===== src/sv/rpl_pkg.sv =====
`timescale 1ns / 1ps
// Shared types and codes for the reference picture list structure parser.
// No dependencies; every other file of the block imports this package.
package rpl_pkg;

	// Configuration register indexes
	localparam logic [2:0] CFG_LONG_TERM_EN  = 3'd0;
	localparam logic [2:0] CFG_INTER_LAYER_EN = 3'd1;
	localparam logic [2:0] CFG_WEIGHTED_ANY  = 3'd2;
	localparam logic [2:0] CFG_POC_LSB_M4    = 3'd3;
	localparam logic [2:0] CFG_LISTS_L0      = 3'd4;
	localparam logic [2:0] CFG_LISTS_L1      = 3'd5;

	// Entry kinds
	localparam logic [1:0] KIND_SHORT = 2'd0;
	localparam logic [1:0] KIND_LONG  = 2'd1;
	localparam logic [1:0] KIND_INTER = 2'd2;
	localparam logic [1:0] KIND_EMPTY = 2'd3;

	// Longest Exp-Golomb prefix accepted
	localparam logic [4:0] UE_MAX_ZEROS = 5'd15;
	// Longest long-term POC LSB field
	localparam logic [4:0] LSB_MAX_BITS = 5'd16;

	typedef enum logic [8:0] {
		PH_IDLE  = 9'b000000001,
		PH_COUNT = 9'b000000010,
		PH_HDR   = 9'b000000100,
		PH_IL    = 9'b000001000,
		PH_ST    = 9'b000010000,
		PH_DELTA = 9'b000100000,
		PH_SIGN  = 9'b001000000,
		PH_LSB   = 9'b010000000,
		PH_ILIDX = 9'b100000000
	} rpl_phase_t;

	typedef struct packed {
		logic       long_term_enabled;
		logic       inter_layer_enabled;
		logic       weighted_any;
		logic [3:0] poc_lsb_bits_minus4;
		logic [6:0] lists_count_l0;
		logic [6:0] lists_count_l1;
	} rpl_cfg_t;

	typedef struct packed {
		logic       start_req;
		logic       list_select;
		logic [6:0] struct_index;
		logic       bit_in;
	} rpl_item_t;

	// Exp-Golomb shift state
	typedef struct packed {
		logic [4:0]  zero_count;
		logic [16:0] shift_value;
		logic [4:0]  bits_left;
	} rpl_ue_t;

	typedef struct packed {
		logic ready;
		logic overflow;
	} rpl_ue_status_t;

	// Parser state of fixed width; entry counters live beside it
	typedef struct packed {
		rpl_phase_t  phase;
		rpl_ue_t     ue;
		logic [4:0]  long_term_counter;
		logic        header_flag;
		logic [15:0] delta_held;
		logic [6:0]  struct_held;
		logic        list_held;
	} rpl_state_t;

	typedef struct packed {
		logic [4:0]  entry_index;
		logic [1:0]  entry_kind;
		logic [15:0] coded_value;
		logic [15:0] delta_magnitude;
		logic        delta_sign;
		logic        header_long_term;
		logic [4:0]  long_term_slot;
		logic [5:0]  entry_total;
		logic        last;
		logic        error;
	} rpl_result_t;

endpackage


===== src/sv/rpl_expg.sv =====
`timescale 1ns / 1ps
// One bit step of the unsigned Exp-Golomb decoder: prefix count, then suffix.
// Depends on rpl_pkg.
module rpl_expg (
	input  rpl_pkg::rpl_ue_t        ue,
	input  logic                    bit_in,
	output rpl_pkg::rpl_ue_t        ue_next,
	output rpl_pkg::rpl_ue_status_t status
);
	import rpl_pkg::*;

	// Count leading zeros until the marker bit, then shift in the suffix
	always_comb begin
		ue_next = ue;
		status = '0;
		if (ue.shift_value == 17'd0) begin
			if (bit_in) begin
				ue_next.shift_value = 17'd1;
				ue_next.bits_left = ue.zero_count;
				status.ready = (ue.zero_count == 5'd0);
			end else if (ue.zero_count >= UE_MAX_ZEROS) begin
				status.overflow = 1'b1;
			end else begin
				ue_next.zero_count = ue.zero_count + 5'd1;
			end
		end else begin
			ue_next.shift_value = {ue.shift_value[15:0], bit_in};
			ue_next.bits_left = ue.bits_left - 5'd1;
			status.ready = (ue.bits_left == 5'd1);
		end
	end

endmodule


===== src/sv/rpl_step.sv =====
`timescale 1ns / 1ps
// Next-state and result logic of the parser for one bitstream bit.
// Depends on rpl_pkg and rpl_expg.
module rpl_step #(
	parameter int MAX_ENTRIES = 32,
	parameter int CNT_W = 6
) (
	input  rpl_pkg::rpl_cfg_t    cfg,
	input  rpl_pkg::rpl_item_t   item,
	input  rpl_pkg::rpl_state_t  st,
	input  logic [CNT_W-1:0]     entry_cnt,
	input  logic [CNT_W-1:0]     entry_tot,
	output rpl_pkg::rpl_state_t  st_next,
	output logic [CNT_W-1:0]     entry_cnt_next,
	output logic [CNT_W-1:0]     entry_tot_next,
	output logic                 res_valid,
	output rpl_pkg::rpl_result_t res
);
	import rpl_pkg::*;

	rpl_state_t     w;
	logic [CNT_W-1:0] w_cnt, w_tot;
	rpl_ue_t        ue_nx;
	rpl_ue_status_t ue_st;

	function automatic rpl_state_t ue_begin(input rpl_state_t s, input rpl_phase_t ph);
		rpl_state_t r;
		r = s;
		r.phase = ph;
		r.ue = '0;
		return r;
	endfunction

	function automatic rpl_state_t begin_entry(input rpl_state_t s, input rpl_cfg_t c);
		rpl_state_t r;
		r = s;
		if (c.inter_layer_enabled) begin
			r.phase = PH_IL;
		end else if (c.long_term_enabled) begin
			r.phase = PH_ST;
		end else begin
			r = ue_begin(s, PH_DELTA);
		end
		return r;
	endfunction

	function automatic logic [16:0] mag_of(input logic [15:0] d, input logic wa,
	                                       input logic cnt_nz);
		logic [16:0] r;
		r = (wa && cnt_nz) ? {1'b0, d} : {1'b0, d} + 17'd1;
		return r;
	endfunction

	function automatic rpl_result_t fill(input logic [1:0] kind, input logic [15:0] coded,
	                                     input logic [15:0] mag, input logic sign,
	                                     input logic last_f, input logic err_f,
	                                     input logic [4:0] idx, input logic hdr,
	                                     input logic [4:0] slot, input logic [5:0] tot);
		rpl_result_t r;
		r.entry_index = idx;
		r.entry_kind = kind;
		r.coded_value = coded;
		r.delta_magnitude = mag;
		r.delta_sign = sign;
		r.header_long_term = hdr;
		r.long_term_slot = slot;
		r.entry_total = tot;
		r.last = last_f;
		r.error = err_f;
		return r;
	endfunction

	// Apply a start word before the bit is decoded
	always_comb begin
		w = st;
		w_cnt = entry_cnt;
		w_tot = entry_tot;
		if (item.start_req) begin
			w.list_held = item.list_select;
			w.struct_held = item.struct_index;
			w.long_term_counter = '0;
			w.header_flag = 1'b0;
			w.delta_held = '0;
			w = ue_begin(w, PH_COUNT);
			w_cnt = '0;
			w_tot = '0;
		end
	end

	rpl_expg u_expg (
		.ue      (w.ue),
		.bit_in  (item.bit_in),
		.ue_next (ue_nx),
		.status  (ue_st)
	);

	// Decode the bit in the current phase
	always_comb begin
		rpl_state_t  nx;
		logic        fin, fail, lt_bump, last_f;
		logic [1:0]  f_kind;
		logic [15:0] f_coded, f_mag;
		logic        f_sign;
		logic [16:0] v, mag;
		logic [6:0]  cnt_sel;
		logic [4:0]  n_lsb, bl;
		logic [16:0] sh;

		nx = w;
		entry_cnt_next = w_cnt;
		entry_tot_next = w_tot;
		res_valid = 1'b0;
		res = '0;
		fin = 1'b0;
		fail = 1'b0;
		lt_bump = 1'b0;
		f_kind = KIND_SHORT;
		f_coded = '0;
		f_mag = '0;
		f_sign = 1'b0;
		v = ue_nx.shift_value - 17'd1;
		mag = mag_of(w.delta_held, cfg.weighted_any, w_cnt != '0);
		cnt_sel = w.list_held ? cfg.lists_count_l1 : cfg.lists_count_l0;
		n_lsb = {1'b0, cfg.poc_lsb_bits_minus4} + 5'd4;
		if (n_lsb > LSB_MAX_BITS) begin
			n_lsb = LSB_MAX_BITS;
		end
		bl = (w.ue.bits_left != 5'd0) ? w.ue.bits_left - 5'd1 : 5'd0;
		sh = {w.ue.shift_value[15:0], item.bit_in};
		last_f = ({1'b0, w_cnt} + 1'b1) >= {1'b0, w_tot};

		case (w.phase)
			PH_COUNT: begin
				nx.ue = ue_nx;
				if (ue_st.overflow) begin
					fail = 1'b1;
				end else if (ue_st.ready) begin
					if (v > 17'(MAX_ENTRIES)) begin
						fail = 1'b1;
					end else begin
						entry_tot_next = CNT_W'(v);
						nx.header_flag = 1'b1;
						if (v == 17'd0) begin
							res_valid = 1'b1;
							res = fill(KIND_EMPTY, '0, '0, 1'b0, 1'b1, 1'b0, 5'(w_cnt),
							           1'b1, w.long_term_counter, 6'd0);
							nx.phase = PH_IDLE;
						end else if (cfg.long_term_enabled && (w.struct_held < cnt_sel)) begin
							nx.phase = PH_HDR;
						end else begin
							nx = begin_entry(nx, cfg);
						end
					end
				end
			end
			PH_HDR: begin
				nx.header_flag = item.bit_in;
				nx = begin_entry(nx, cfg);
			end
			PH_IL: begin
				if (item.bit_in) begin
					nx = ue_begin(w, PH_ILIDX);
				end else if (cfg.long_term_enabled) begin
					nx.phase = PH_ST;
				end else begin
					nx = ue_begin(w, PH_DELTA);
				end
			end
			PH_ST: begin
				if (item.bit_in) begin
					nx = ue_begin(w, PH_DELTA);
				end else if (w.header_flag) begin
					fin = 1'b1;
					f_kind = KIND_LONG;
				end else begin
					nx.phase = PH_LSB;
					nx.ue.shift_value = '0;
					nx.ue.bits_left = n_lsb;
				end
			end
			PH_DELTA: begin
				nx.ue = ue_nx;
				if (ue_st.overflow) begin
					fail = 1'b1;
				end else if (ue_st.ready) begin
					nx.delta_held = v[15:0];
					if (mag_of(v[15:0], cfg.weighted_any, w_cnt != '0) != 17'd0) begin
						nx.phase = PH_SIGN;
					end else begin
						fin = 1'b1;
						f_kind = KIND_SHORT;
						f_coded = v[15:0];
					end
				end
			end
			PH_SIGN: begin
				fin = 1'b1;
				f_kind = KIND_SHORT;
				f_coded = w.delta_held;
				f_mag = mag[15:0];
				f_sign = item.bit_in;
			end
			PH_LSB: begin
				nx.ue.shift_value = sh;
				nx.ue.bits_left = bl;
				if (bl == 5'd0) begin
					fin = 1'b1;
					f_kind = KIND_LONG;
					f_coded = sh[15:0];
					lt_bump = 1'b1;
				end
			end
			PH_ILIDX: begin
				nx.ue = ue_nx;
				if (ue_st.overflow) begin
					fail = 1'b1;
				end else if (ue_st.ready) begin
					fin = 1'b1;
					f_kind = KIND_INTER;
					f_coded = v[15:0];
				end
			end
			default: begin
				nx.phase = PH_IDLE;
			end
		endcase

		// Close a finished entry and move to the next one, or to idle after the last
		if (fin) begin
			res_valid = 1'b1;
			res = fill(f_kind, f_coded, f_mag, f_sign, last_f, 1'b0, 5'(w_cnt),
			           w.header_flag, w.long_term_counter, 6'(w_tot));
			entry_cnt_next = w_cnt + 1'b1;
			if (last_f) begin
				nx.phase = PH_IDLE;
			end else begin
				nx = begin_entry(nx, cfg);
			end
			if (lt_bump) begin
				nx.long_term_counter = w.long_term_counter + 5'd1;
			end
		end

		// Report a bad code or count and stop
		if (fail) begin
			res_valid = 1'b1;
			res = fill(KIND_EMPTY, '0, '0, 1'b0, 1'b1, 1'b1, 5'(w_cnt),
			           w.header_flag, w.long_term_counter, 6'(w_tot));
			nx.phase = PH_IDLE;
		end

		st_next = nx;
	end

endmodule


===== src/sv/ref_pic_list_syntax_parser.sv =====
`timescale 1ns / 1ps
// Top level of the reference picture list structure parser: configuration
// registers, input register, parser state and result register.
// Depends on rpl_pkg, rpl_step and rpl_expg.

// The parser takes one bitstream bit per word and sustains one word per
// clock cycle while the output side is not stalling. A word is held in the
// input register while the step logic decodes it against the parser state,
// and any entry it finishes lands in the result register, which drives the
// output. The input stalls only while the result register holds a word that
// the output side is stalling. Configuration is to be written through the
// write port while the parser is idle; the block itself does not enforce this.
module ref_pic_list_syntax_parser #(
	parameter int MAX_ENTRIES = 32
) (
	input  logic        clk,
	input  logic        arst_n,
	input  logic        cfg_we,
	input  logic [2:0]  cfg_index,
	input  logic [6:0]  cfg_data,
	input  logic        in_valid,
	output logic        in_stall,
	input  logic        start_req,
	input  logic        list_select,
	input  logic [6:0]  struct_index,
	input  logic        bit_in,
	output logic        out_valid,
	input  logic        out_stall,
	output logic [4:0]  entry_index,
	output logic [1:0]  entry_kind,
	output logic [15:0] coded_value,
	output logic [15:0] delta_magnitude,
	output logic        delta_sign,
	output logic        header_long_term,
	output logic [4:0]  long_term_slot,
	output logic [5:0]  entry_total,
	output logic        last,
	output logic        error
);
	import rpl_pkg::*;

	localparam int CNT_W = $clog2(MAX_ENTRIES + 1);

	rpl_cfg_t         cfg_q;
	logic             valid_s1;
	rpl_item_t        item_s1;
	rpl_state_t       st_q, st_next;
	logic [CNT_W-1:0] cnt_q, tot_q, cnt_next, tot_next;
	logic             step_valid;
	rpl_result_t      step_res;
	logic             valid_s2;
	rpl_result_t      res_s2;
	logic             adv;
	logic             in_take;

	// Write configuration registers
	always_ff @(posedge clk or negedge arst_n) begin
		if (!arst_n) begin
			cfg_q <= '0;
		end else if (cfg_we) begin
			case (cfg_index)
				CFG_LONG_TERM_EN:   cfg_q.long_term_enabled <= cfg_data[0];
				CFG_INTER_LAYER_EN: cfg_q.inter_layer_enabled <= cfg_data[0];
				CFG_WEIGHTED_ANY:   cfg_q.weighted_any <= cfg_data[0];
				CFG_POC_LSB_M4:     cfg_q.poc_lsb_bits_minus4 <= cfg_data[3:0];
				CFG_LISTS_L0:       cfg_q.lists_count_l0 <= cfg_data;
				CFG_LISTS_L1:       cfg_q.lists_count_l1 <= cfg_data;
				default: begin
				end
			endcase
		end
	end

	// Advance when the result register is free or being drained
	assign adv = !valid_s2 || !out_stall;
	assign in_stall = valid_s1 && !adv;
	assign in_take = in_valid && !in_stall;

	// Hold the accepted word
	always_ff @(posedge clk or negedge arst_n) begin
		if (!arst_n) begin
			valid_s1 <= 1'b0;
		end else if (in_take) begin
			valid_s1 <= 1'b1;
		end else if (adv) begin
			valid_s1 <= 1'b0;
		end
	end

	always_ff @(posedge clk) begin
		if (in_take) begin
			item_s1 <= '{start_req, list_select, struct_index, bit_in};
		end
	end

	rpl_step #(
		.MAX_ENTRIES (MAX_ENTRIES),
		.CNT_W       (CNT_W)
	) u_step (
		.cfg            (cfg_q),
		.item           (item_s1),
		.st             (st_q),
		.entry_cnt      (cnt_q),
		.entry_tot      (tot_q),
		.st_next        (st_next),
		.entry_cnt_next (cnt_next),
		.entry_tot_next (tot_next),
		.res_valid      (step_valid),
		.res            (step_res)
	);

	// Update parser state as the held word is consumed
	always_ff @(posedge clk or negedge arst_n) begin
		if (!arst_n) begin
			st_q <= '{phase: PH_IDLE, default: '0};
			cnt_q <= '0;
			tot_q <= '0;
		end else if (valid_s1 && adv) begin
			st_q <= st_next;
			cnt_q <= cnt_next;
			tot_q <= tot_next;
		end
	end

	// Load the result register
	always_ff @(posedge clk or negedge arst_n) begin
		if (!arst_n) begin
			valid_s2 <= 1'b0;
		end else if (adv) begin
			valid_s2 <= valid_s1 && step_valid;
		end
	end

	always_ff @(posedge clk) begin
		if (adv && valid_s1 && step_valid) begin
			res_s2 <= step_res;
		end
	end

	assign out_valid = valid_s2;
	assign entry_index = res_s2.entry_index;
	assign entry_kind = res_s2.entry_kind;
	assign coded_value = res_s2.coded_value;
	assign delta_magnitude = res_s2.delta_magnitude;
	assign delta_sign = res_s2.delta_sign;
	assign header_long_term = res_s2.header_long_term;
	assign long_term_slot = res_s2.long_term_slot;
	assign entry_total = res_s2.entry_total;
	assign last = res_s2.last;
	assign error = res_s2.error;

	// An error word always closes the structure as an empty-kind result
	a_err_last: assert property (@(posedge clk) disable iff (!arst_n)
		valid_s2 && res_s2.error |-> res_s2.last && (res_s2.entry_kind == KIND_EMPTY))
		else $error("error result not marked last and empty");

	// A final result returns the parser to idle
	a_last_idle: assert property (@(posedge clk) disable iff (!arst_n)
		valid_s1 && adv && step_valid && step_res.last |=> st_q.phase == PH_IDLE)
		else $error("parser not idle after final result");

	// Inside the entry loop the counter stays below the decoded total
	a_cnt_bound: assert property (@(posedge clk) disable iff (!arst_n)
		(st_q.phase != PH_IDLE) && (st_q.phase != PH_COUNT) |-> cnt_q < tot_q)
		else $error("entry counter reached total inside structure");

endmodule

===== config.mk =====
export PLATFORM = sky130hd
export DESIGN_NAME = ref_pic_list_syntax_parser
export DESIGN_NICKNAME = d
export VERILOG_FILES = /design/src/sv/rpl_pkg.sv /design/src/sv/rpl_expg.sv /design/src/sv/rpl_step.sv /design/src/sv/ref_pic_list_syntax_parser.sv
export SDC_FILE = /design/constraint.sdc
export NUM_CORES = 1
export LEC_CHECK = 0
export ABC_AREA = 1
export BUFFER_PORTS_ARGS = -buffer_cell sky130_fd_sc_hd__buf_2
export CAP_MARGIN = 10
export CORE_MARGIN = 2
export CORE_UTILIZATION = 60
export CTS_CLUSTER_DIAMETER = 80
export CTS_CLUSTER_SIZE = 14
export DETAILED_ROUTE_END_ITERATION = 8
export GPL_TIMING_DRIVEN = 0
export PLACE_DENSITY = 0.8
export SLEW_MARGIN = 20
export SYNTH_ARGS = -nofsm -noshare
export SYNTH_HDL_FRONTEND = slang
export SYNTH_SLANG_ARGS = --single-unit

===== constraint.sdc =====
create_clock -name clk -period 10.55 [get_ports clk]
set_clock_uncertainty 0.15 [all_clocks]
set_input_delay 2.11 -clock clk [delete_from_list [all_inputs] [get_ports clk]]
set_output_delay 2.11 -clock clk [all_outputs]
set_load 0.02 [all_outputs]

==> results of run 1 <==
-- power groups by stage --
| stage | clock (W) | combinational (W) | sequential [W] |
|---|---|---|---|
| after floorplan | 0 | 0.000752 | 0.000949 |
| after global placement | 0 | 0.00111 | 0.000902 |
| after detailed placement | 0 | 0.00114 | 0.000902 |
| after CTS | 0.000639 | 0.00115 | 0.000891 |
| after global routing | 0.000665 | 0.00130 | 0.000907 |
| final | 0.000640 | 0.00118 | 0.000894 |
-- sequential cells by signal (all words and copies together) (netlist names) --
| register | cells |
|---|---|
| coded_value | 16 |
| delta_magnitude | 16 |
| st_q | 66 |
| last | 1 |
| entry_total | 6 |
| long_term_slot | 5 |
| header_long_term | 1 |
| tot_q | 6 |
| error | 1 |
| out_valid | 1 |
| entry_index | 5 |
| entry_kind | 2 |
| delta_sign | 1 |
| valid_s1 | 1 |
| cfg_q | 21 |
| item_s1 | 10 |
| cnt_q | 6 |
-- per-layer routing --
metal / up-vias / global-route usage
li1: 5321 / -
met1: 5290 / 0.495
met2: 821 / 0.588
met3: 139 / 0.0906
met4: 0 / 0.180
met5: - / 0
-- final cells by class --
cell class | count | area, um^2 | share of cell area
Buffer | 51 | 255 | 0.0204
Clock buffer | 18 | 429 | 0.0343
Clock inverter | 14 | 166 | 0.0133
Inverter | 183 | 689 | 0.0551
Multi-Input combinational cell | 1139 | 5780 | 0.462
Sequential cell | 165 | 4450 | 0.356
Tap cell | 229 | 287 | 0.0229
Timing Repair Buffer | 82 | 454 | 0.0363
-- how the worst min path moves through the flow --
| stage | end | slack (ns) | start |
|---|---|---|---|
| 3_5_place_dp | st_q[51]$_DFFE_PN0P_ | 0.32 | st_q[51]$_DFFE_PN0P_ |
| 6_report | st_q[1]$_DFFE_PN0P_ | 0.33 | st_q[1]$_DFFE_PN0P_ |
| 5_1_grt | st_q[33]$_DFFE_PN0P_ | 0.35 | st_q[33]$_DFFE_PN0P_ |
| 3_3_place_gp | st_q[55]$_DFFE_PN0P_ | 0.31 | st_q[55]$_DFFE_PN0P_ |
| 4_1_cts | st_q[51]$_DFFE_PN0P_ | 0.33 | st_q[51]$_DFFE_PN0P_ |
| 2_1_floorplan | st_q[1]$_DFFE_PN0P_ | 0.30 | st_q[1]$_DFFE_PN0P_ |
-- metrics by stage --
stage          hold WS (ns)  instance area, um^2  cells
6_report              0.332                12500   1881
5_1_grt               0.355                12500   1881
4_1_cts               0.333                12500   1881
3_5_place_dp          0.315                11900   1849
3_3_place_gp          0.312                11900   1847
2_1_floorplan         0.295                11200   1538
-- cells by family after synthesis --
group,after synthesis
AOI/OAI and AO/OA,258
xor gates and xnor gates,20
adders and majority gates,25
buffers and inverters,234
DFF,165
muxes,6
and+or+nand+nor,830
-- layout by cell type, fill, tap and decap left out, types with 4 or more instances in the layout --
cell type,instances
nand2_1,423
inv_1,167
nor2_1,149
nand3_1,121
o21ai_0,108
dfrtp_1,100
buf_2,88
edfxtp_1,64
a21oi_1,54
clkbuf_1,32
nand4_1,29
nor3_1,25
ha_1,25
nor2_2,24
o21ai_1,22
nand2_2,21
xor2_1,17
clkbuf_16,17
o221ai_1,16
inv_2,14
nor2_4,10
o211ai_1,10
o22ai_1,10
o21a_1,8
buf_6,7
a31oi_1,6
mux2i_1,6
a22oi_1,6
nand2_4,5
inv_8,5
nor4_1,4
or2_2,4
o41ai_1,4
clkinvlp_4,4
-- critical path, stage by stage (launching register included) --
cell,delay (ns)
edfxtp_1,0.36
buf_2,0.21
inv_2,0.22
clkbuf_1,0.42
clkbuf_1,0.58
ha_1,0.37
nand2_1,0.08
nor2_1,0.25
nand2_1,0.15
nor2_1,0.14
nand2_1,0.07
nand2_1,0.18
nand2_1,0.09
nor2_2,0.24
nand4_1,0.13
nor3_1,0.60
nor2_2,0.13
buf_6,0.20
nor2_4,0.55
buf_12,0.28
==> flow_summary.yaml, run 1 <==
logic_synthesis:
  synth_fa_ha_area_frac: 0.0280
  synthArstFlopShare: 0.612
  yosysWarnings: 0
  ys_ff_latch: 165
  synth_edf_count: 64
  ys_top_cells_by_count: "nand2_1, inv_1, nor2_1"
  synth_compound_area_frac: 0.134
  yosysTopAreaCellShare: 0.224
  synth_xor_area_frac: 0.0157
  synth_ff_type: "dfrtp_1"
  synth_top_family_by_area: "simple AND/OR/NAND/NOR gates"
  synth.avg_cell_area_um2: 7.26
  syn-num-nets: 1588
  yosysUniqueCellTypes: 54
  yosysSeqAreaShare: 0.399
  synth_area_leaders: "dfrtp_1, edfxtp_1, nand2_1"
  synth-simple-area-share: 0.334
  yosysMostFrequentCell: "nand2_1"
  synth_top_area_cell: "dfrtp_1"
  syn-cell-area_mm2: 0.0112
  synth_cells: 1538
  yosys-mux-area-fraction: 0.00538
worst_setup_path:
  rr_endpoint: "delta_magnitude[10]$_SDFFCE_PP0P_"
  r2r_slack_ns: 4.82
  critPathLaunch: "item_s1[0]$_DFFE_PP_"
  cp-start-kind: "flip-flop"
  crit_end: "delta_magnitude[10]$_SDFFCE_PP0P_"
  crit_path_max_fanout: 32
  end_kind: "flip-flop"
  critical_path_arrival_ns: 5.72
  path_class: "reg2reg"
  worst_ep_required_time_ns: 10.54
  r2r_cells: 19
  r2r_start: "item_s1[0]$_DFFE_PP_"
global_routing:
  grt_max_degree: 71
  antenna_found_initial: 0
  grt_first_pass_wirelength_um: 57400
  grt_pass1_vias: 10700
  grt-ovfl-total: 0
  grt_use_total: 0.376
detailed_routing:
  firstDrtPassIters: 5
  vias: 11600
  wl_per_cell_um: 19.6
  via_per_inst: 6.15
  drt_iter0_markers: 1400
  route.detailed.drc: 0
  route.met3.wl_um: 4190
  final_antenna_net_count: 0
  wl_met1_um: 14300
  wl_met2_um: 16700
  wirelength_um: 36800
  routed.top_layer: "met4"
clock_tree:
  ctsResizeCount: 0
  post-cts-setup-buffers: 0
  clk_pin_slew_ns: 0.07
  holdBufCountCts: 0
  clk_latency_ns: 0.45
  numCtsBuffers: 17
  cts-htree-levels: 4
  tritoncts: "built"
  root_buffer: "clkbuf_16"
  clock_path_buffers: 2
  numClockSinks: 165
place:
  io_buffers: 80
  hpwl_um: 27500
  pre_cts_ws_ns: 5.04
  place.gp.congestion: 1.04
timing:
  relSlewSlack: 0.355
  hold_viol: 0
  fin_setup_tns_ns: 0
  finalSetupViolCount: 0
  worst_pin_slew_ns: 0.961
  rsz0062_at_grt: "no"
  fin_crit_sh: 0.543
  worst_slack_ns: 4.82
  post-route-min-period_ns: 5.73
  clock.fmax_ghz: 0.174
  maxSlewViolCount: 0
floorplanning:
  die_y_um: 140
  die_area_mm2: 0.0197
  coreArea_mm2: 0.0181
  start_util: 0.617
  die_w_um: 140
  boundaryPins: 81
  rows: 49
power_and_ir_drop:
  swShare: 0.456
  p_switching_w: 0.00124
  combPwrFrac: 0.436
  peakVddDrop_mv: 0.144
  seqPwrFrac: 0.329
  p_per_area_mw_per_mm2: 217
  fin_total_pwr_w: 0.00272
  leakagePower_nw: 6.00
  p_int_w: 0.00148
  clkPwrFrac: 0.235
worst_hold_path:
  holdPathStages: 2
  min-delay-path-class: "reg2reg"
final_layout:
  finalCoreUtilization: 0.692
  drive_gt1_frac: 0.134
  nets: 1689
  fill_cells: 1547
  area_delta_synth_final_pct: 12.0
  diodes: 0
run:
  maxCapViolCount: 0
outcome:
  run_status: "completed"
No activity file was read; power rests on OpenSTA's default activity.
==> inputs of run 2 (changes only) <==
--- a/config.mk
+++ b/config.mk
@@ -5,16 +5,16 @@
 export SDC_FILE = /design/constraint.sdc
 export NUM_CORES = 1
 export LEC_CHECK = 0
-export ABC_AREA = 1
+export ABC_AREA = 0
 export BUFFER_PORTS_ARGS = -buffer_cell sky130_fd_sc_hd__buf_2
 export CAP_MARGIN = 10
 export CORE_MARGIN = 2
-export CORE_UTILIZATION = 60
+export CORE_UTILIZATION = 55
 export CTS_CLUSTER_DIAMETER = 80
 export CTS_CLUSTER_SIZE = 14
 export DETAILED_ROUTE_END_ITERATION = 8
 export GPL_TIMING_DRIVEN = 0
-export PLACE_DENSITY = 0.8
+export PLACE_DENSITY = 0.78
 export SLEW_MARGIN = 20
 export SYNTH_ARGS = -nofsm -noshare
 export SYNTH_HDL_FRONTEND = slang
==> constraint.sdc (replaced) <==
create_clock -name clk -period 4.75 [get_ports clk]
set_clock_uncertainty 0.15 [all_clocks]
set_input_delay 0.95 -clock clk [delete_from_list [all_inputs] [get_ports clk]]
set_output_delay 0.95 -clock clk [all_outputs]
set_load 0.02 [all_outputs]
==> flow_summary.yaml, run 2 <==
global_routing:
  use_met3: 0.0615
  grt_use_total: 0.320
  use_met1: 0.449
  grt_pass1_vias: 8251
  grt_max_degree: 68
  grt_first_pass_wirelength_um: 45500
  grtUsageMet2: 0.495
  grt-ovfl-total: 0
  top_usage_layer: "met2"
  antenna_found_initial: 0
floorplanning:
  rows: 48
  coreArea_mm2: 0.0173
  boundaryPins: 81
  die_w_um: 137
  start_util: 0.564
  die_y_um: 137
  die_area_mm2: 0.0188
logic_synthesis:
  yosysUniqueCellTypes: 96
  syn-cell-area_mm2: 0.00975
  yosysSeqAreaShare: 0.457
  yosysMostFrequentCell: "nand2_1"
  synth_edf_count: 64
  ys_ff_latch: 165
  synth_top_area_cell: "dfrtp_1"
  ys_top_cells_by_count: "nand2_1, dfrtp_1, o21ai_0"
  synthArstFlopShare: 0.612
  synth_cells: 999
  syn-num-nets: 1049
  synth_ff_type: "dfrtp_1"
  synth_area_leaders: "dfrtp_1, edfxtp_1, nand2_1"
  yosysTopAreaCellShare: 0.257
  yosysWarnings: 0
  synth.avg_cell_area_um2: 9.76
worst_setup_path:
  cp-start-kind: "flip-flop"
  worst_path_largest_cell_delay_ns: 0.48
  crit_path_max_fanout: 10
  cpMostUsedCell: "buf_6"
  crit_chain: "buf_6 > inv_4 > buf_12 > clkbuf_16 > nand2_4 > ha_4 > or3b_1 > and4_1 > buf_6 > a211oi_4 > nand3_1 > o22ai_2 > nand4_2 > or3_4 > o31ai_4 > nor3_2 > buf_6 > nor2_4 > buf_12 > clkbuf_16"
  worst_ep_required_time_ns: 4.75
  critical_path_arrival_ns: 4.69
  path_delay_family: "simple AND/OR/NAND/NOR gates"
  path_class: "reg2reg"
  cp.buffers_inverters: 8
  slowest_stage: "edfxtp_1"
  end_kind: "flip-flop"
final_layout:
  nets: 1190
  area_delta_synth_final_pct: 20.9
  drive_gt1_frac: 0.240
  final_cell_mix: "nand2_1, dfrtp_1, buf_2"
  final_area_mm2: 0.0118
  mostFrequentLayoutCell: "nand2_1"
  largest_register_ffs: 66
  top_register: "st_q"
  diodes: 0
  top_regs: "st_q (66), cfg_q (21)"
clock_tree:
  clk_latency_ns: 0.44
  holdBufCountCts: 0
  numCtsBuffers: 17
  cts-htree-levels: 4
  clk_pin_slew_ns: 0.07
  clock_path_buffers: 2
  numClockSinks: 165
  tritoncts: "built"
  root_buffer: "clkbuf_16"
worst_hold_path:
  min-delay-path-class: "in2async"
detailed_routing:
  wirelength_um: 29500
  final_antenna_net_count: 0
  route.detailed.drc: 0
  vias: 8863
  drt_iter0_markers: 1031
  wl_per_cell_um: 21.4
  firstDrtPassIters: 6
  via_per_inst: 6.43
place:
  hpwl_um: 20400
  placed_area_mm2: 0.0106
  place.gp.congestion: 0.968
  io_buffers: 80
power_and_ir_drop:
  leakagePower_nw: 4.81
  p_per_area_mw_per_mm2: 410
  peakVddDrop_mv: 0.260
timing:
  clock.fmax_ghz: 0.213
  hold_viol: 0
  fin_crit_sh: 0.987
  maxSlewViolCount: 0
  hold_slack_ns: 0.266
  rsz0062_at_grt: "no"
  post-route-min-period_ns: 4.69
  fin_setup_tns_ns: 0
  finalSetupViolCount: 0
  relSlewSlack: 0.176
  worst_pin_slew_ns: 1.23
run:
  maxCapViolCount: 0
outcome:
  run_status: "completed"
==> run 2: cell types whose count changed in the layout (fill, tap and decap cells not counted), sizes merged, moves of 13 or more <==
cell,delta
buf,+41
nand4,-19
mux2,+31
o21ai,-45
and2,+13
inv,-161
nand2,-307
a21oi,-19
nor2,-110
nand3,-102
nor2b,+22
a22o,+13
==> run 2: per-stage QoR <==
step	utilization	instances	setup slack (ns)	total power [W]
after floorplan	-	999	-0.159	0.00272
after global placement	0.610	1304	-1.63	0.00307
after detailed placement	0.613	1306	-1.66	0.00312
after CTS	0.667	1356	0.0345	0.00471
after global routing	0.681	1378	0.00961	0.00502
final	0.681	1378	0.0631	0.00483
==> run 2: timing repair <==
item | 4_1_cts | 5_1_grt
gates resized for setup | 29 | 15
buffers inserted | 17 | 22
pin swaps | 7 | 14
gates cloned | 2 | 1
endpoints found under the hold margin | 0 | 0
endpoints found under the setup margin | 135 | 95
==> run 2: logic make-up (layout without fill, tap and decap cells) <==
| group | Yosys count | count (layout) | synth area share |
|---|---|---|---|
| and+or+nand+nor | 405 | 406 | 0.220 |
| xor gates and xnor gates | 24 | 24 | 0.0216 |
| AOI/OAI and AO/OA | 259 | 259 | 0.185 |
| muxes | 46 | 46 | 0.0516 |
| buffers and inverters | 75 | 228 | 0.0330 |
| DFF | 165 | 165 | 0.457 |
| adders and majority gates | 25 | 25 | 0.0321 |
==> run 2: final timing paths <==
kind                       slack (ns)  depth (start not counted)                                to            startpoint
max                              0.06                         20  delta_magnitude[3]$_SDFFCE_PP0P_  item_s1[9]$_DFFE_PP_
min                              0.27                          1              st_q[45]$_DFFE_PN0P_                arst_n
max reg2reg                      0.06                         20  delta_magnitude[3]$_SDFFCE_PP0P_  item_s1[9]$_DFFE_PP_
min reg2reg                      0.32                          2               st_q[5]$_DFFE_PN0P_   st_q[5]$_DFFE_PN0P_
max in group asynchronous        3.49                          2              st_q[57]$_DFFE_PN1P_                arst_n
min in group clk                 0.32                          2               st_q[5]$_DFFE_PN0P_   st_q[5]$_DFFE_PN0P_
==> run 2: area by class of cell <==
class / count / area, um^2
clock inverter: 14 / 210
sequential: 165 / 4450
fill: 1367 / 5510
multi-input combinational: 760 / 5200
tap: 225 / 282
inverter: 20 / 77.6
buffer: 53 / 322
timing repair buffer: 123 / 816
clock buffer: 18 / 429
==> run 2: power breakdown <==
group	internal [W]	switching, W
sequential	0.00162	0.000114
clock	0.000899	0.000631
combinational	0.000576	0.000991
==> run 2: per-layer routing <==
| layer | routed length, um | part of all wire | up-vias |
|---|---|---|---|
| li1 | - | - | 3998 |
| met4 | 806 | 0.027 | 0 |
| met1 | 12000 | 0.41 | 4284 |
| met3 | 2670 | 0.091 | 65 |
| met5 | 0 | 0 | - |
| met2 | 14000 | 0.47 | 516 |
==> run 2: worst reg2reg max path: stages (launching register included) <==
cell and delay (ns):
edfxtp_1 0.48, buf_6 0.18, inv_4 0.10, buf_12 0.13, clkbuf_16 0.15, nand2_4 0.09
ha_4 0.21, or3b_1 0.38, and4_1 0.22, buf_6 0.15, a211oi_4 0.28, nand3_1 0.13
o22ai_2 0.21, nand4_2 0.14, or3_4 0.45, o31ai_4 0.25, nor3_2 0.09, buf_6 0.15
nor2_4 0.13, buf_12 0.17, clkbuf_16 0.17
==> inputs of run 3 (changes only) <==
--- a/config.mk
+++ b/config.mk
@@ -15,6 +15,7 @@
 export DETAILED_ROUTE_END_ITERATION = 8
 export GPL_TIMING_DRIVEN = 0
 export PLACE_DENSITY = 0.78
+export RECOVER_POWER = 100
 export SLEW_MARGIN = 20
 export SYNTH_ARGS = -nofsm -noshare
 export SYNTH_HDL_FRONTEND = slang
==> flow_summary.yaml, run 3 (synthesis gave the netlist of run 2 again) <==
clock_tree:
  tritoncts: "built"
  holdBufCountCts: 0
  clk_pin_slew_ns: 0.07
  clock_path_buffers: 2
  numCtsBuffers: 17
  root_buffer: "clkbuf_16"
  clk_latency_ns: 0.44
  numClockSinks: 165
  cts-htree-levels: 4
floorplanning:
  coreArea_mm2: 0.0173
  rows: 48
  die_w_um: 137
  die_area_mm2: 0.0188
  die_y_um: 137
  boundaryPins: 81
  start_util: 0.564
timing:
  fin_crit_sh: 0.984
  worst_slack_ns: 0.0766
  clock.fmax_ghz: 0.214
  maxSlewViolCount: 104
  hold_slack_ns: 0.325
  rsz0062_at_grt: "no"
  relSlewSlack: -0.389
  finalSetupViolCount: 0
  hold_viol: 0
  post-route-min-period_ns: 4.67
  worst_pin_slew_ns: 2.08
place:
  place.gp.congestion: 0.968
  hpwl_um: 20400
  io_buffers: 80
  pre_cts_ws_ns: -1.66
  dpl.cell_count: 1306
global_routing:
  grt_max_degree: 68
  antenna_found_initial: 0
  grt_first_pass_wirelength_um: 45500
  grt-ovfl-total: 0
  grt_use_total: 0.320
  grt_pass1_vias: 8251
outcome:
  run_status: "finished, violations left"
  violations: "max-capacitance violations, max-slew violations"
final_layout:
  finalCoreUtilization: 0.675
  area_delta_synth_final_pct: 19.7
  mostFrequentLayoutCell: "nand2_1"
  nets: 1190
  fin_cells: 1378
  drive_gt1_frac: 0.183
  largest_register_ffs: 66
  final_cell_mix: "nand2_1, dfrtp_1, clkbuf_1"
  top_regs: "st_q (66), cfg_q (21)"
  top_register: "st_q"
  diodes: 0
detailed_routing:
  vias: 8802
  wirelength_um: 29600
  wl_per_cell_um: 21.5
  route.detailed.drc: 0
  final_antenna_net_count: 0
  drt_iter0_markers: 1125
  via_per_inst: 6.39
  firstDrtPassIters: 6
run:
  maxCapViolCount: 2
worst_setup_path:
  critical_path_arrival_ns: 4.68
  path_class: "reg2reg"
  end_kind: "flip-flop"
  worst_ep_required_time_ns: 4.76
  crit_path_max_fanout: 10
  cp-start-kind: "flip-flop"
worst_hold_path:
  min-delay-path-class: "reg2reg"
power_and_ir_drop:
  p_per_area_mw_per_mm2: 413
  leakagePower_nw: 4.63
  peakVddDrop_mv: 0.264
run 3: worst max-delay path: stages, from the launching register on:
cell	delay, ns
edfxtp_1	0.44
buf_6	0.16
inv_4	0.06
buf_12	0.13
clkbuf_16	0.16
nand2_4	0.11
ha_4	0.19
or4b_1	0.44
and4_1	0.21
buf_6	0.15
a211oi_4	0.28
nand3_1	0.13
o22ai_2	0.21
nand4_2	0.15
or3_4	0.45
o31ai_4	0.25
nor3_2	0.09
buf_6	0.15
nor2_4	0.12
buf_12	0.17
clkbuf_16	0.16
run 3: timing repair:
action                     in CTS  in global routing
setup buffers                  17                 22
setup endpoints to repair     135                 95
resized for setup              29                 15
pin swaps                       7                 14
gates cloned                    2                  1
run 3: metrics by stage:
stage,power (W),cell area [um^2],setup TNS (ns)
6_report,0.00482,11700,0
5_1_grt,0.00500,11700,0
4_1_cts,0.00471,11500,0
3_5_place_dp,0.00312,10600,-118.41
3_3_place_gp,0.00307,10500,-136.13
2_1_floorplan,0.00272,9860,-8.58
run 3: where the power goes:
part | total, W | internal (W) | switching [W]
Combinational | 0.00154 | 0.000558 | 0.000985
Sequential | 0.00174 | 0.00162 | 0.000115
Clock | 0.00154 | 0.000899 | 0.000639
run 3: path summary, 6_finish.rpt:
path,slack (ns),endpoint,cells after the start,from
min reg2reg,0.32,st_q[5]$_DFFE_PN0P_,2,st_q[5]$_DFFE_PN0P_
min in group asynchronous,0.95,st_q[45]$_DFFE_PN0P_,1,arst_n
max reg2reg,0.08,delta_magnitude[3]$_SDFFCE_PP0P_,20,item_s1[9]$_DFFE_PP_
max,0.08,delta_magnitude[3]$_SDFFCE_PP0P_,20,item_s1[9]$_DFFE_PP_
min,0.32,st_q[5]$_DFFE_PN0P_,2,st_q[5]$_DFFE_PN0P_
max in group asynchronous,0.92,st_q[55]$_DFFE_PN0P_,2,arst_n
run 3: cell type report:
| class | instances | area [um^2] |
|---|---|---|
| Fill cell | 1399 | 5630 |
| Tap cell | 225 | 282 |
| Inverter | 20 | 77.6 |
| Sequential cell | 165 | 4450 |
| Timing Repair Buffer | 123 | 708 |
| Clock buffer | 18 | 429 |
| Buffer | 53 | 322 |
| Multi-Input combinational cell | 760 | 5190 |
| Clock inverter | 14 | 210 |
run 3: layer usage:
metal / up-vias / GRT usage / wire length [um]
met2: 511 / 0.495 / 14000
li1: 3988 / - / -
met4: 0 / 0.115 / 722
met1: 4243 / 0.449 / 12100
met5: - / 0 / 0
met3: 60 / 0.0615 / 2780
